<file path="src/hw/rtl/sha1_pkg.sv">
// ============================================================================
// SHA-1 package
// Shared types and constants for the SHA-1 hash engine.
// ============================================================================
`default_nettype none

package sha1_pkg;

    localparam logic OP_ABSORB = 1'b0;
    localparam logic OP_FINISH = 1'b1;

    localparam logic [7:0] PAD_BYTE = 8'h80;

    localparam logic [31:0] K0 = 32'h5A827999;
    localparam logic [31:0] K1 = 32'h6ED9EBA1;
    localparam logic [31:0] K2 = 32'h8F1BBCDC;
    localparam logic [31:0] K3 = 32'hCA62C1D6;

    localparam logic [31:0] H0 = 32'h67452301;
    localparam logic [31:0] H1 = 32'hEFCDAB89;
    localparam logic [31:0] H2 = 32'h98BADCFE;
    localparam logic [31:0] H3 = 32'h10325476;
    localparam logic [31:0] H4 = 32'hC3D2E1F0;

    // One queued word between the front and back parts.
    typedef struct packed {
        logic       op;
        logic [7:0] data;
    } t_word;

endpackage

`default_nettype wire

</file>
<file path="src/hw/rtl/sha1_hash_engine.sv">
// ============================================================================
// SHA-1 hash engine
// Top level: input queue in front of the compression back end.
// ============================================================================
// Each absorbed byte is stored into the block by the back end; every 64th byte
// starts an 80-round compression at one round per cycle, then the final add.
// A finish word pads, compresses one or two blocks, then offers 20 digest
// bytes one per cycle while i_stall is low.
// A four-word input queue lets bytes arrive while a block is compressed.
`default_nettype none

module sha1_hash_engine
    import sha1_pkg::*;
(
    input  wire        i_clk,
    input  wire        i_rst_n,
    input  wire        i_valid,
    output logic       o_stall,
    input  wire        i_op,
    input  wire  [7:0] i_data_byte,
    output logic       o_valid,
    input  wire        i_stall,
    output logic [7:0] o_digest_byte,
    output logic       o_last
);

    logic  q_valid;
    t_word q_word;
    logic  q_pop;

    sha1_front u_front (
        .i_clk(i_clk), .i_rst_n(i_rst_n),
        .i_valid(i_valid), .o_stall(o_stall),
        .i_op(i_op), .i_data_byte(i_data_byte),
        .o_q_valid(q_valid), .o_q_word(q_word), .i_q_pop(q_pop)
    );

    sha1_back u_back (
        .i_clk(i_clk), .i_rst_n(i_rst_n),
        .i_q_valid(q_valid), .i_q_word(q_word), .o_q_pop(q_pop),
        .o_valid(o_valid), .i_stall(i_stall),
        .o_digest_byte(o_digest_byte), .o_last(o_last)
    );

endmodule

`default_nettype wire

</file>
<file path="src/hw/rtl/sha1_front.sv">
// ============================================================================
// SHA-1 front queue
// Accepts input words and holds them in a short queue for the back part.
// ============================================================================
`default_nettype none

module sha1_front
    import sha1_pkg::*;
(
    input  wire   i_clk,
    input  wire   i_rst_n,
    input  wire   i_valid,
    output logic  o_stall,
    input  wire   i_op,
    input  wire   [7:0] i_data_byte,
    output logic  o_q_valid,
    output t_word o_q_word,
    input  wire   i_q_pop
);

    t_word      r_mem [4];
    logic [1:0] r_wp;
    logic [1:0] r_rp;
    logic [2:0] r_cnt;
    logic       push;
    logic       pop;

    assign o_stall   = (r_cnt == 3'd4);
    assign push      = i_valid && !o_stall;
    assign o_q_valid = (r_cnt != 3'd0);
    assign pop       = i_q_pop && o_q_valid;
    assign o_q_word  = r_mem[r_rp];

    // Queue storage.
    always_ff @(posedge i_clk) begin
        if (push) begin
            r_mem[r_wp] <= '{op: i_op, data: i_data_byte};
        end
    end

    // Queue pointers and fill count.
    always_ff @(posedge i_clk) begin
        if (!i_rst_n) begin
            r_wp  <= '0;
            r_rp  <= '0;
            r_cnt <= '0;
        end else begin
            if (push) r_wp <= r_wp + 2'd1;
            if (pop)  r_rp <= r_rp + 2'd1;
            r_cnt <= r_cnt + {2'b0, push} - {2'b0, pop};
        end
    end

endmodule

`default_nettype wire

</file>
<file path="src/hw/rtl/sha1_back.sv">
// ============================================================================
// SHA-1 back end
// Collects bytes, pads, runs 80 rounds per block and emits the digest.
// ============================================================================
`default_nettype none

module sha1_back
    import sha1_pkg::*;
(
    input  wire        i_clk,
    input  wire        i_rst_n,
    input  wire        i_q_valid,
    input  wire t_word i_q_word,
    output logic       o_q_pop,
    output logic       o_valid,
    input  wire        i_stall,
    output logic [7:0] o_digest_byte,
    output logic       o_last
);

    localparam logic [2:0] S_IDLE  = 3'd0;
    localparam logic [2:0] S_ROUND = 3'd1;
    localparam logic [2:0] S_ADD   = 3'd2;
    localparam logic [2:0] S_PAD   = 3'd3;
    localparam logic [2:0] S_OUT   = 3'd4;

    logic [2:0]   r_state, n_state;
    logic [511:0] r_blk;
    logic [5:0]   r_cnt;
    logic [63:0]  r_bits;
    logic [31:0]  r_h [5];
    logic [31:0]  r_a, r_b, r_c, r_d, r_e;
    logic [6:0]   r_rnd;
    logic         r_fin;
    logic         r_len_done;
    logic         r_spill;
    logic [4:0]   r_oidx;
    logic [159:0] r_dig;

    logic [31:0]  w, f, k, t;
    logic [63:0]  len;
    logic         len_fits;

    // Round function; schedule word sits at the top of the block shifter.
    always_comb begin
        w = r_blk[511:480];
        if (r_rnd < 7'd20) begin
            f = (r_b & r_c) | (~r_b & r_d);
            k = K0;
        end else if (r_rnd < 7'd40) begin
            f = r_b ^ r_c ^ r_d;
            k = K1;
        end else if (r_rnd < 7'd60) begin
            f = (r_b & r_c) | (r_b & r_d) | (r_c & r_d);
            k = K2;
        end else begin
            f = r_b ^ r_c ^ r_d;
            k = K3;
        end
        t        = {r_a[26:0], r_a[31:27]} + f + r_e + k + w;
        len      = r_bits + {55'd0, r_cnt, 3'd0};
        len_fits = r_spill || (r_cnt < 6'd56);
    end

    assign o_q_pop       = (r_state == S_IDLE) && i_q_valid;
    assign o_valid       = (r_state == S_OUT);
    assign o_digest_byte = r_dig[159:152];
    assign o_last        = (r_oidx == 5'd19);

    logic [31:0] wn;
    assign wn = r_blk[511-13*32 -: 32] ^ r_blk[511-8*32 -: 32]
              ^ r_blk[511-2*32 -: 32] ^ r_blk[511:480];

    always_comb begin
        n_state = r_state;
        case (r_state)
            S_IDLE:  if (i_q_valid && i_q_word.op == OP_FINISH) n_state = S_PAD;
                     else if (i_q_valid && r_cnt == 6'd63) n_state = S_ROUND;
            S_PAD:   n_state = S_ROUND;
            S_ROUND: if (r_rnd == 7'd79) n_state = S_ADD;
            S_ADD:   if (!r_fin) n_state = S_IDLE;
                     else if (r_len_done) n_state = S_OUT;
                     else n_state = S_PAD;
            S_OUT:   if (!i_stall && r_oidx == 5'd19) n_state = S_IDLE;
            default: n_state = S_IDLE;
        endcase
    end

    always_ff @(posedge i_clk) begin
        if (!i_rst_n) begin
            r_state <= S_IDLE;
            r_cnt   <= '0;
            r_bits  <= '0;
            r_fin   <= 1'b0;
            r_len_done <= 1'b0;
            r_spill <= 1'b0;
            r_oidx  <= '0;
            r_rnd   <= '0;
            r_h[0] <= H0; r_h[1] <= H1; r_h[2] <= H2; r_h[3] <= H3; r_h[4] <= H4;
        end else begin
            r_state <= n_state;
            case (r_state)
                S_IDLE: begin
                    if (i_q_valid && i_q_word.op == OP_ABSORB) begin
                        r_blk[511 - 8*r_cnt -: 8] <= i_q_word.data;
                        r_cnt <= r_cnt + 6'd1;
                        r_fin <= 1'b0;
                        if (r_cnt == 6'd63) r_bits <= r_bits + 64'd512;
                    end else if (i_q_valid) begin
                        r_fin      <= 1'b1;
                        r_len_done <= 1'b0;
                        r_spill    <= 1'b0;
                    end
                    r_rnd <= '0;
                    r_a <= r_h[0]; r_b <= r_h[1]; r_c <= r_h[2];
                    r_d <= r_h[3]; r_e <= r_h[4];
                end
                S_PAD: begin
                    // First pad pass writes 0x80 and zeros; a second pass only zeros.
                    // The bit length fills the last eight bytes once it fits.
                    for (int i = 0; i < 64; i++) begin
                        if (len_fits && i >= 56)
                            r_blk[511 - 8*i -: 8] <= len[8*(63-i) +: 8];
                        else if (!r_spill && i == r_cnt)
                            r_blk[511 - 8*i -: 8] <= PAD_BYTE;
                        else if (r_spill || i > r_cnt)
                            r_blk[511 - 8*i -: 8] <= 8'h00;
                    end
                    if (len_fits) begin
                        r_len_done <= 1'b1;
                    end else begin
                        r_len_done <= 1'b0;
                        r_spill    <= 1'b1;
                        r_cnt      <= 6'd0;
                        r_bits     <= len;
                    end
                    r_rnd <= '0;
                    r_a <= r_h[0]; r_b <= r_h[1]; r_c <= r_h[2];
                    r_d <= r_h[3]; r_e <= r_h[4];
                end
                S_ROUND: begin
                    r_e <= r_d;
                    r_d <= r_c;
                    r_c <= {r_b[1:0], r_b[31:2]};
                    r_b <= r_a;
                    r_a <= t;
                    r_rnd <= r_rnd + 7'd1;
                    r_blk <= {r_blk[479:0], wn[30:0], wn[31]};
                end
                S_ADD: begin
                    r_h[0] <= r_h[0] + r_a; r_h[1] <= r_h[1] + r_b;
                    r_h[2] <= r_h[2] + r_c; r_h[3] <= r_h[3] + r_d;
                    r_h[4] <= r_h[4] + r_e;
                    r_dig  <= {r_h[0] + r_a, r_h[1] + r_b, r_h[2] + r_c,
                               r_h[3] + r_d, r_h[4] + r_e};
                    r_oidx <= '0;
                end
                S_OUT: begin
                    if (!i_stall) begin
                        r_dig  <= {r_dig[151:0], 8'h00};
                        r_oidx <= r_oidx + 5'd1;
                        if (r_oidx == 5'd19) begin
                            r_h[0] <= H0; r_h[1] <= H1; r_h[2] <= H2;
                            r_h[3] <= H3; r_h[4] <= H4;
                            r_cnt  <= '0;
                            r_bits <= '0;
                            r_fin  <= 1'b0;
                        end
                    end
                end
                default: ;
            endcase
        end
    end

endmodule

`default_nettype wire

</file>
<file path="config.mk">
export PLATFORM = sky130hd
export DESIGN_NAME = sha1_hash_engine
export DESIGN_NICKNAME = d
export VERILOG_FILES = /design/src/hw/rtl/sha1_pkg.sv /design/src/hw/rtl/sha1_hash_engine.sv /design/src/hw/rtl/sha1_front.sv /design/src/hw/rtl/sha1_back.sv
export SDC_FILE = /design/constraint.sdc
export NUM_CORES = 2
export LEC_CHECK = 0
export CORE_UTILIZATION = 55
export DETAILED_ROUTE_END_ITERATION = 6
export DONT_BUFFER_PORTS = 1
export PLACE_DENSITY = 0.82
export SYNTH_ARGS = -nofsm -noshare
export SYNTH_HDL_FRONTEND = slang
export SYNTH_SLANG_ARGS = --single-unit
</file>
<file path="constraint.sdc">
create_clock -name i_clk -period 13.6 [get_ports i_clk]
set_input_delay 0.68 -clock i_clk [delete_from_list [all_inputs] [get_ports i_clk]]
set_output_delay 0.68 -clock i_clk [all_outputs]
set_load 0.05 [all_outputs]
</file>
# After elaboration in Yosys (flattened, before gate mapping)
# Memories as Yosys holds them, arrays and structs flattened. A register that Yosys moved wholly into a read port is not among the register bits.
# Cells that the tools add are included.
[word_totals] register_bits=927 ram_bits=196 in_bits=13 output_inout_bits=11 wordCells=770 n_memories=2
[op_classes] n_addsub=20 n_lt_le_gt_ge=67 n_eq_ne=146 shifts=2 n_mux=207 bitwise_logic=24 reduce_logical=221
[mem_list] memory="u_back.r_h" words=5 width=32 read_ports=5 rd_ports_with_merged_regs=0 write_ports=5 line_no="sha1_back.sv:31" text="logic [31:0] r_h [5];"
[mem_list] memory="u_front.r_mem" words=4 width=9 read_ports=1 rd_ports_with_merged_regs=1 write_ports=1 line_no="sha1_front.sv:21" text="t_word r_mem [4];"
[op_table] cell="case mux 512 bit (3 select lines)" count=1
[op_table] cell="2-to-1 mux 8 bit" count=136
[op_table] cell="variable shift 8 x 34 -> 519 bit, first input constant" count=1
[op_table] cell="variable part select 8 x 34 -> 519 bit" count=1
[op_table] cell="bitwise mux 512 bit" count=1
[op_table] cell="2-to-1 mux 512 bit" count=1
[op_table] cell="2-to-1 mux 32 bit" count=15
[op_table] cell="2-to-1 mux 64 bit" count=5
[op_table] cell="case mux 160 bit (2 select lines)" count=1
[op_table] cell="case mux 32 bit (2 select lines)" count=5
[op_table] cell="adder 32 bit" count=9
[op_table] cell="AND reduction 4 bit" count=66
[op_table] cell="equality test 6 bit, first input constant" count=32
[op_table] cell="greater-than comparator 6 bit, first input constant" count=32
[op_table] cell="case mux 64 bit (3 select lines)" count=1
[op_table] cell="inequality test 3 x 1 -> 1 bit, second input constant" count=56
[op_table] cell="2-to-1 mux 160 bit" count=1
[op_table] cell="bitwise XOR 32 bit" count=5
[op_table] cell="bitwise AND 32 bit" count=4
[op_table] cell="equality test 5 x 6 -> 1 bit, first input constant" count=16
[op_table] cell="greater-than comparator 5 x 6 -> 1 bit, first input constant" count=16
[op_table] cell="bitwise OR 32 bit" count=3
[op_table] cell="logical AND 1 bit" count=71
[op_table] cell="adder 64 x 10 -> 64 bit, second input constant" count=1
[op_table] cell="other kinds (56)" count=207

# Logic depth before layout (Yosys ltp)
[logic_depth] depth_word=11 depth_mapped=25

# Hierarchy
# From an unflattened synthesis, not the netlist that was laid out.
[unflattened] hier_cells=6297 hier_area_um2=63776.2
[by_module_without_submodules] module="sha1_back" n_inst=1 cells_each=6201 area_per_inst_um2=61995.7 seq_area_each_um2=31490.2
[by_module_without_submodules] module="sha1_front" n_inst=1 cells_each=96 area_per_inst_um2=1780.5 seq_area_each_um2=1261.2

# Worst setup path after synthesis
# OpenSTA, ideal clock, no wires.
[synth_path] path_type="reg2reg" startpoint="reg u_back.r_state[0]" endpoint="reg u_back.r_blk[144] (enable)" setup_ns=0.388 arrival_time_ns=10.332 path_slack_ns=2.880 stages_incl_launch_ff=8 path_buffers=1 synth_period_minus_slack_ns=10.720 cell_sequence="dfxtp_1 clkbuf_1 nand2b_1 nand2b_1 nor2_1 o41ai_1 o21bai_1 a221oi_1"
[synth_between] elab_chain_len=3 word_cells_on_any_way=7 classes_between="4 x eq/ne; 3 x reduce/logical"
[synth_lines] element="start, declared" line_no="sha1_back.sv:27" text="logic [2:0] r_state, n_state;"
[synth_lines] element="start signal, assigned" line_no="sha1_back.sv:101" text="r_state <= n_state;"
[synth_lines] element="equality test 3 x 2 -> 1 bit (tied with other cells)" line_no="sha1_back.sv:102" text="case (r_state)"
[synth_lines] element="inequality test 3 x 1 -> 1 bit (no line) (tied with other cells)"
[synth_lines] element="AND reduction 4 bit (no line) (*)"
[synth_lines] element="end signal, assigned by index" line_no="sha1_back.sv:105" text="r_blk[511 - 8*r_cnt -: 8] <= i_q_word.data;"
[synth_lines] element="end signal, assigned by index" line_no="sha1_back.sv:123" text="r_blk[511 - 8*i -: 8] <= len[8*(63-i) +: 8];"
[synth_lines] element="end signal, assigned" line_no="sha1_back.sv:148" text="r_blk <= {r_blk[479:0], wn[30:0], wn[31]};"
[synth_lines] element="end, declared" line_no="sha1_back.sv:28" text="logic [511:0] r_blk;"
# Every way passes the cells marked *; elsewhere a longest branch is shown, timed or not.
# A chain may end at the register's enable or synchronous reset.

# Final worst setup path
[layout_path] startpoint="reg u_back.r_rnd[4]" endpoint="reg u_back.r_a[23] (data pin)"
[layout_between] elab_chain_len=9 word_cells_on_any_way=14 classes_between="4 x add/sub; 3 x order compare; 7 x mux"
[layout_lines] element="start, declared" line_no="sha1_back.sv:33" text="logic [6:0] r_rnd;"
[layout_lines] element="start signal, assigned" line_no="sha1_back.sv:147" text="r_rnd <= r_rnd + 7'd1;"
[layout_lines] element="< comparator 7 x 6 -> 1 bit" line_no="sha1_back.sv:53" text="end else if (r_rnd < 7'd60) begin"
[layout_lines] element="2-to-1 mux 32 bit" line_no="sha1_back.sv:53"
[layout_lines] element="2-to-1 mux 32 bit" line_no="sha1_back.sv:50" text="end else if (r_rnd < 7'd40) begin"
[layout_lines] element="2-to-1 mux 32 bit" line_no="sha1_back.sv:47" text="if (r_rnd < 7'd20) begin"
[layout_lines] element="adder 32 bit (2 in series)" line_no="sha1_back.sv:60" text="t = {r_a[26:0], r_a[31:27]} + f + r_e + k + w;"
[layout_lines] element="adder 32 bit (*) (2 in series)" line_no="sha1_back.sv:60"
[layout_lines] element="case mux 32 bit (2 select lines) (*)" line_no="sha1_back.sv:102"
[layout_lines] element="end signal, assigned" line_no="sha1_back.sv:115" text="r_a <= r_h[0]; r_b <= r_h[1]; r_c <= r_h[2];"
[layout_lines] element="end signal, assigned" line_no="sha1_back.sv:138" text="r_a <= r_h[0]; r_b <= r_h[1]; r_c <= r_h[2];"
[layout_lines] element="end signal, assigned" line_no="sha1_back.sv:146" text="r_a <= t;"
[layout_lines] element="end, declared" line_no="sha1_back.sv:32" text="logic [31:0] r_a, r_b, r_c, r_d, r_e;"
# Marked as above.

==> impl_metrics.json <==
{
  "run_status": "finished clean",
  "place_hpwl_um": 149600,
  "grt_pass1_wl_um": 308100,
  "rr_worst_depth": 24,
  "skew_ns": 0.05243,
  "critPathLaunchType": "register",
  "yosys_warnings": 0,
  "portBuffers": 0,
  "grt_antenna_before_repair": 8,
  "synthFlopType": "edfxtp_1",
  "vias": 50810,
  "drtAntennaViolNets": 0,
  "first_pass_iters": 7,
  "crit_arrival_ns": 7.40,
  "yosysSeqAreaShare_pct": 51.58,
  "rows": 124,
  "grt_max_degree": 128,
  "cp_max_fo": 35,
  "holdPathEnd": "u_front.r_mem[0][1]",
  "min_period_ns": 6.956,
  "seq_power_share_pct": 31.4,
  "numCtsBuffers": 119,
  "worstHoldPathCells": 0,
  "cp-end-kind": "register",
  "drt_iter0_drc": 6687,
  "slew_violations": 0,
  "cts_sinks": 1122,
  "clk_pin_slew_ns": 0.06,
  "die_w_um": 341.8,
  "hp-class": "in -> reg",
  "synth-async-reset-ratio_pct": 0,
  "coreArea_um2": 114300,
  "power_density_nw_per_um2": 246.5,
  "die_h_um": 341.8,
  "cts.repair.resized": 0,
  "combinationalPowerShare_pct": 48.9,
  "worst_pin_slew_ns": 1.433,
  "synth_edf_count": 1028,
  "dp_cells": 7579,
  "setup_viol": 0,
  "pin_count": 24,
  "cts_tree": "done",
  "root_buffer": "clkbuf_16",
  "die_area_um2": 116800,
  "post-route-period-util_pct": 51.15,
  "r2r-start": "u_back.r_rnd[4]",
  "finalWirelength_um": 207200,
  "critPathKind": "reg -> reg",
  "yosysUniqueCellTypes": 104,
  "crit_required_ns": 14.04,
  "regToRegSetupSlack_ns": 6.64,
  "synth-seq-cells": 1122,
  "max_cap_viol_count": 0,
  "tns_ns": 0,
  "min_from": "i_data_byte[1]",
  "syn_nets": 6685,
  "ir_drop_v": 0.0002504,
  "h-tree-depth": 3,
  "vias_per_cell": 6.511,
  "cts_setup_buffers": 0,
  "total_power_mw": 16.95,
  "wl_per_cell_um": 26.55,
  "avgSynthCellArea_um2": 10.07,
  "drc_errors": 0,
  "grt_pass1_vias": 48740,
  "p_int_mw": 9.609,
  "cellLeakagePower_nw": 24.40,
  "gp_congestion": 1.059,
  "worstSkewPairLatency_ns": 0.75,
  "fin_nets": 6569,
  "postCtsHoldBufs": 0,
  "synth_area_um2": 63500,
  "start_util_pct": 55.53,
  "grt_overflow": 0,
  "timing.rr.end": "u_back.r_a[23]",
  "clock_path_buffers": 3,
  "switching_share_pct": 43.30,
  "layout-drive-gt1-share_pct": 5.376,
  "gr-usage-all-layers_pct": 35.18,
  "clockPowerShare_pct": 19.8,
  "syn_inst": 6304,
  "maxSlewHeadroom_pct": 3.760,
  "max_freq_ghz": 0.1438,
  "rsz0062_at_grt": "no",
  "hold_violations": 0,
  "area_growth_pct": 8.270,
  "instances_no_fill": 7804,
  "p_sw_mw": 7.339
}
## area by class of cell
type / count / area (um2)
fillers: 9195 / 45600
flip-flops and latches: 1122 / 32750
multi-input cells: 4634 / 28680
clock buffers: 150 / 3178
well taps: 1512 / 1892
inverters: 230 / 870.8
clock inverters: 70 / 757.0
repair buffers: 81 / 608.1
diodes: 5 / 12.51
## cells in the mapped netlist, types with 9 or more instances
master    count  area, um2
or3_1        19      118.9
nor2_1      382       1434
buf_2        10      50.05
o221ai_1     40      350.3
o21bai_1     28      210.2
xor2_1      146       1279
nand3_1      92      460.4
nand4_1      48      300.3
xnor2_1     190       1664
nor3b_1      12      90.09
buf_1        14      52.55
a22oi_1      50      375.4
a22o_1       27      236.5
a31oi_1      38      237.7
and2_1       63      394.1
a221oi_1     10      87.58
o21ai_0     777       3889
o22ai_1      13      81.33
nand3b_1     16      120.1
a32oi_1       9      78.83
a21boi_0     43      322.8
inv_1       226      848.3
clkbuf_1    277       1040
nor3_1      104      520.5
mux4_2        9      202.7
a21o_1       89      668.1
o31ai_1      10      75.07
nor4_1       10      62.56
and3_1       35      219.0
nand2b_1     39      244.0
edfxtp_1   1028      30870
and4_1       10      87.58
a21oi_1     283       1416
nor2b_1      67      419.2
o32ai_1      21      183.9
nand2_1    1341       5034
o21a_1       47      352.8
dfxtp_1      94       1882
or2_2        19      118.9
a211oi_1     25      187.7
ha_1        242       3028
fa_1        126       2522
buf_4        12      90.09
## metal layers
| layer | routed length (um) | GRT usage [%] | vias to the layer above |
|---|---|---|---|
| met5 | 24 | 0 | - |
| met1 | 74150 | 43.18 | 24400 |
| met2 | 94020 | 55.61 | 3311 |
| li1 | - | - | 22290 |
| met3 | 21700 | 7.467 | 809 |
| met4 | 17310 | 24.50 | 4 |
## power groups by stage
stage | clock, mW | sequential [mW] | combinational (mW)
final | 3.35 | 5.31 | 8.29
after global routing | 3.48 | 5.33 | 9.10
after CTS | 3.35 | 5.29 | 8.10
after detailed placement | 0 | 5.35 | 8.03
after global placement | 0 | 5.34 | 7.87
after floorplan | 0 | 5.05 | 5.87
## worst max-delay path by stage
stage                      startpoint                 to
floorplan           u_back.r_state[0]  u_back.r_blk[144]
global placement      u_back.r_rnd[4]     u_back.r_a[23]
detailed placement    u_back.r_rnd[4]     u_back.r_a[23]
CTS                   u_back.r_rnd[4]     u_back.r_a[23]
global route          u_back.r_rnd[4]     u_back.r_a[23]
finish                u_back.r_rnd[4]     u_back.r_a[23]
## logic make-up (layout without fill, tap and decap cells)
kind of cell | Yosys count | after routing | share of synthesized area, %
other cells | 0 | 5 | 0
compound gates | 1620 | 1620 | 15.42
fa+ha+maj | 368 | 368 | 8.741
simple gates | 2293 | 2293 | 15.74
xor+xnor | 336 | 336 | 4.635
flops | 1122 | 1122 | 51.58
buf+inv | 548 | 531 | 3.435
mux | 17 | 17 | 0.4473
## placed cells by master, fill, tap and decap left out, types with 13 or more instances in the layout
cell type and count:
fa_1 126, nand3b_1 16, nor2b_1 66, a211oi_1 25, o22ai_1 13, bufinv_16 14
o21ai_0 777, or3_1 19, or2_2 19, o221ai_1 40, edfxtp_1 1028, o21bai_1 28
a31oi_1 38, nor2_1 378, nand3_1 91, and3_1 35, clkinv_2 17, a21o_1 89
and2_1 63, nor3_1 101, o21a_1 47, nand2_1 1339, inv_1 226, buf_4 81
o32ai_1 21, clkbuf_1 26, a22oi_1 50, ha_1 242, clkbuf_16 122, a21oi_1 282
clkinv_1 29, xnor2_1 190, xor2_1 146, dfxtp_1 94, nand4_1 48, a22o_1 27
a21boi_0 43, nand2b_1 38
## stage by stage
stage | instance area, um2 | hold slack [ns] | worst slack (ns) | util, %
final | 68750 | 0.03083 | 6.644 | 60.12
after global routing | 68730 | 0.01499 | 6.092 | 60.11
after CTS | 68730 | 0.003028 | 6.663 | 60.11
after detailed placement | 64800 | 0.4970 | 6.710 | 56.67
after global placement | 64800 | 0.4860 | 6.839 | 56.67
after floorplan | 63500 | 0.4616 | 2.880 | -
## flip-flops by register name, summed over array words and instances (netlist names), 5 cells and up, named ones only
signal / cells
u_back.r_oidx: 5
u_back.r_bits: 61
u_front.r_mem: 36
u_back.r_rnd: 7
u_back.r_dig: 160
u_back.r_blk: 512
u_back.r_d: 32
u_back.r_e: 32
u_back.r_a: 32
u_back.r_b: 32
u_back.r_cnt: 6
u_back.r_h: 160
u_back.r_c: 32
## critical path, stage by stage (launching register included)
cell      delay (ns)
dfxtp_1         0.47
o21ai_0         0.21
nor3_1          0.34
clkinv_1        0.12
buf_4           0.28
nand2_1         0.40
nor2_1          0.07
a211oi_1        0.44
fa_1            0.50
inv_1           0.09
fa_1            0.44
fa_1            0.46
inv_1           0.07
ha_1            0.17
inv_1           0.06
fa_1            0.40
nor2b_1         0.21
o31ai_1         0.15
a211oi_1        0.29
and3b_1         0.24
o41ai_1         0.64
a221oi_1        0.18
o21bai_1        0.20
xnor2_1         0.13
o21ai_0         0.08
(Power assumes the default switching activity.)
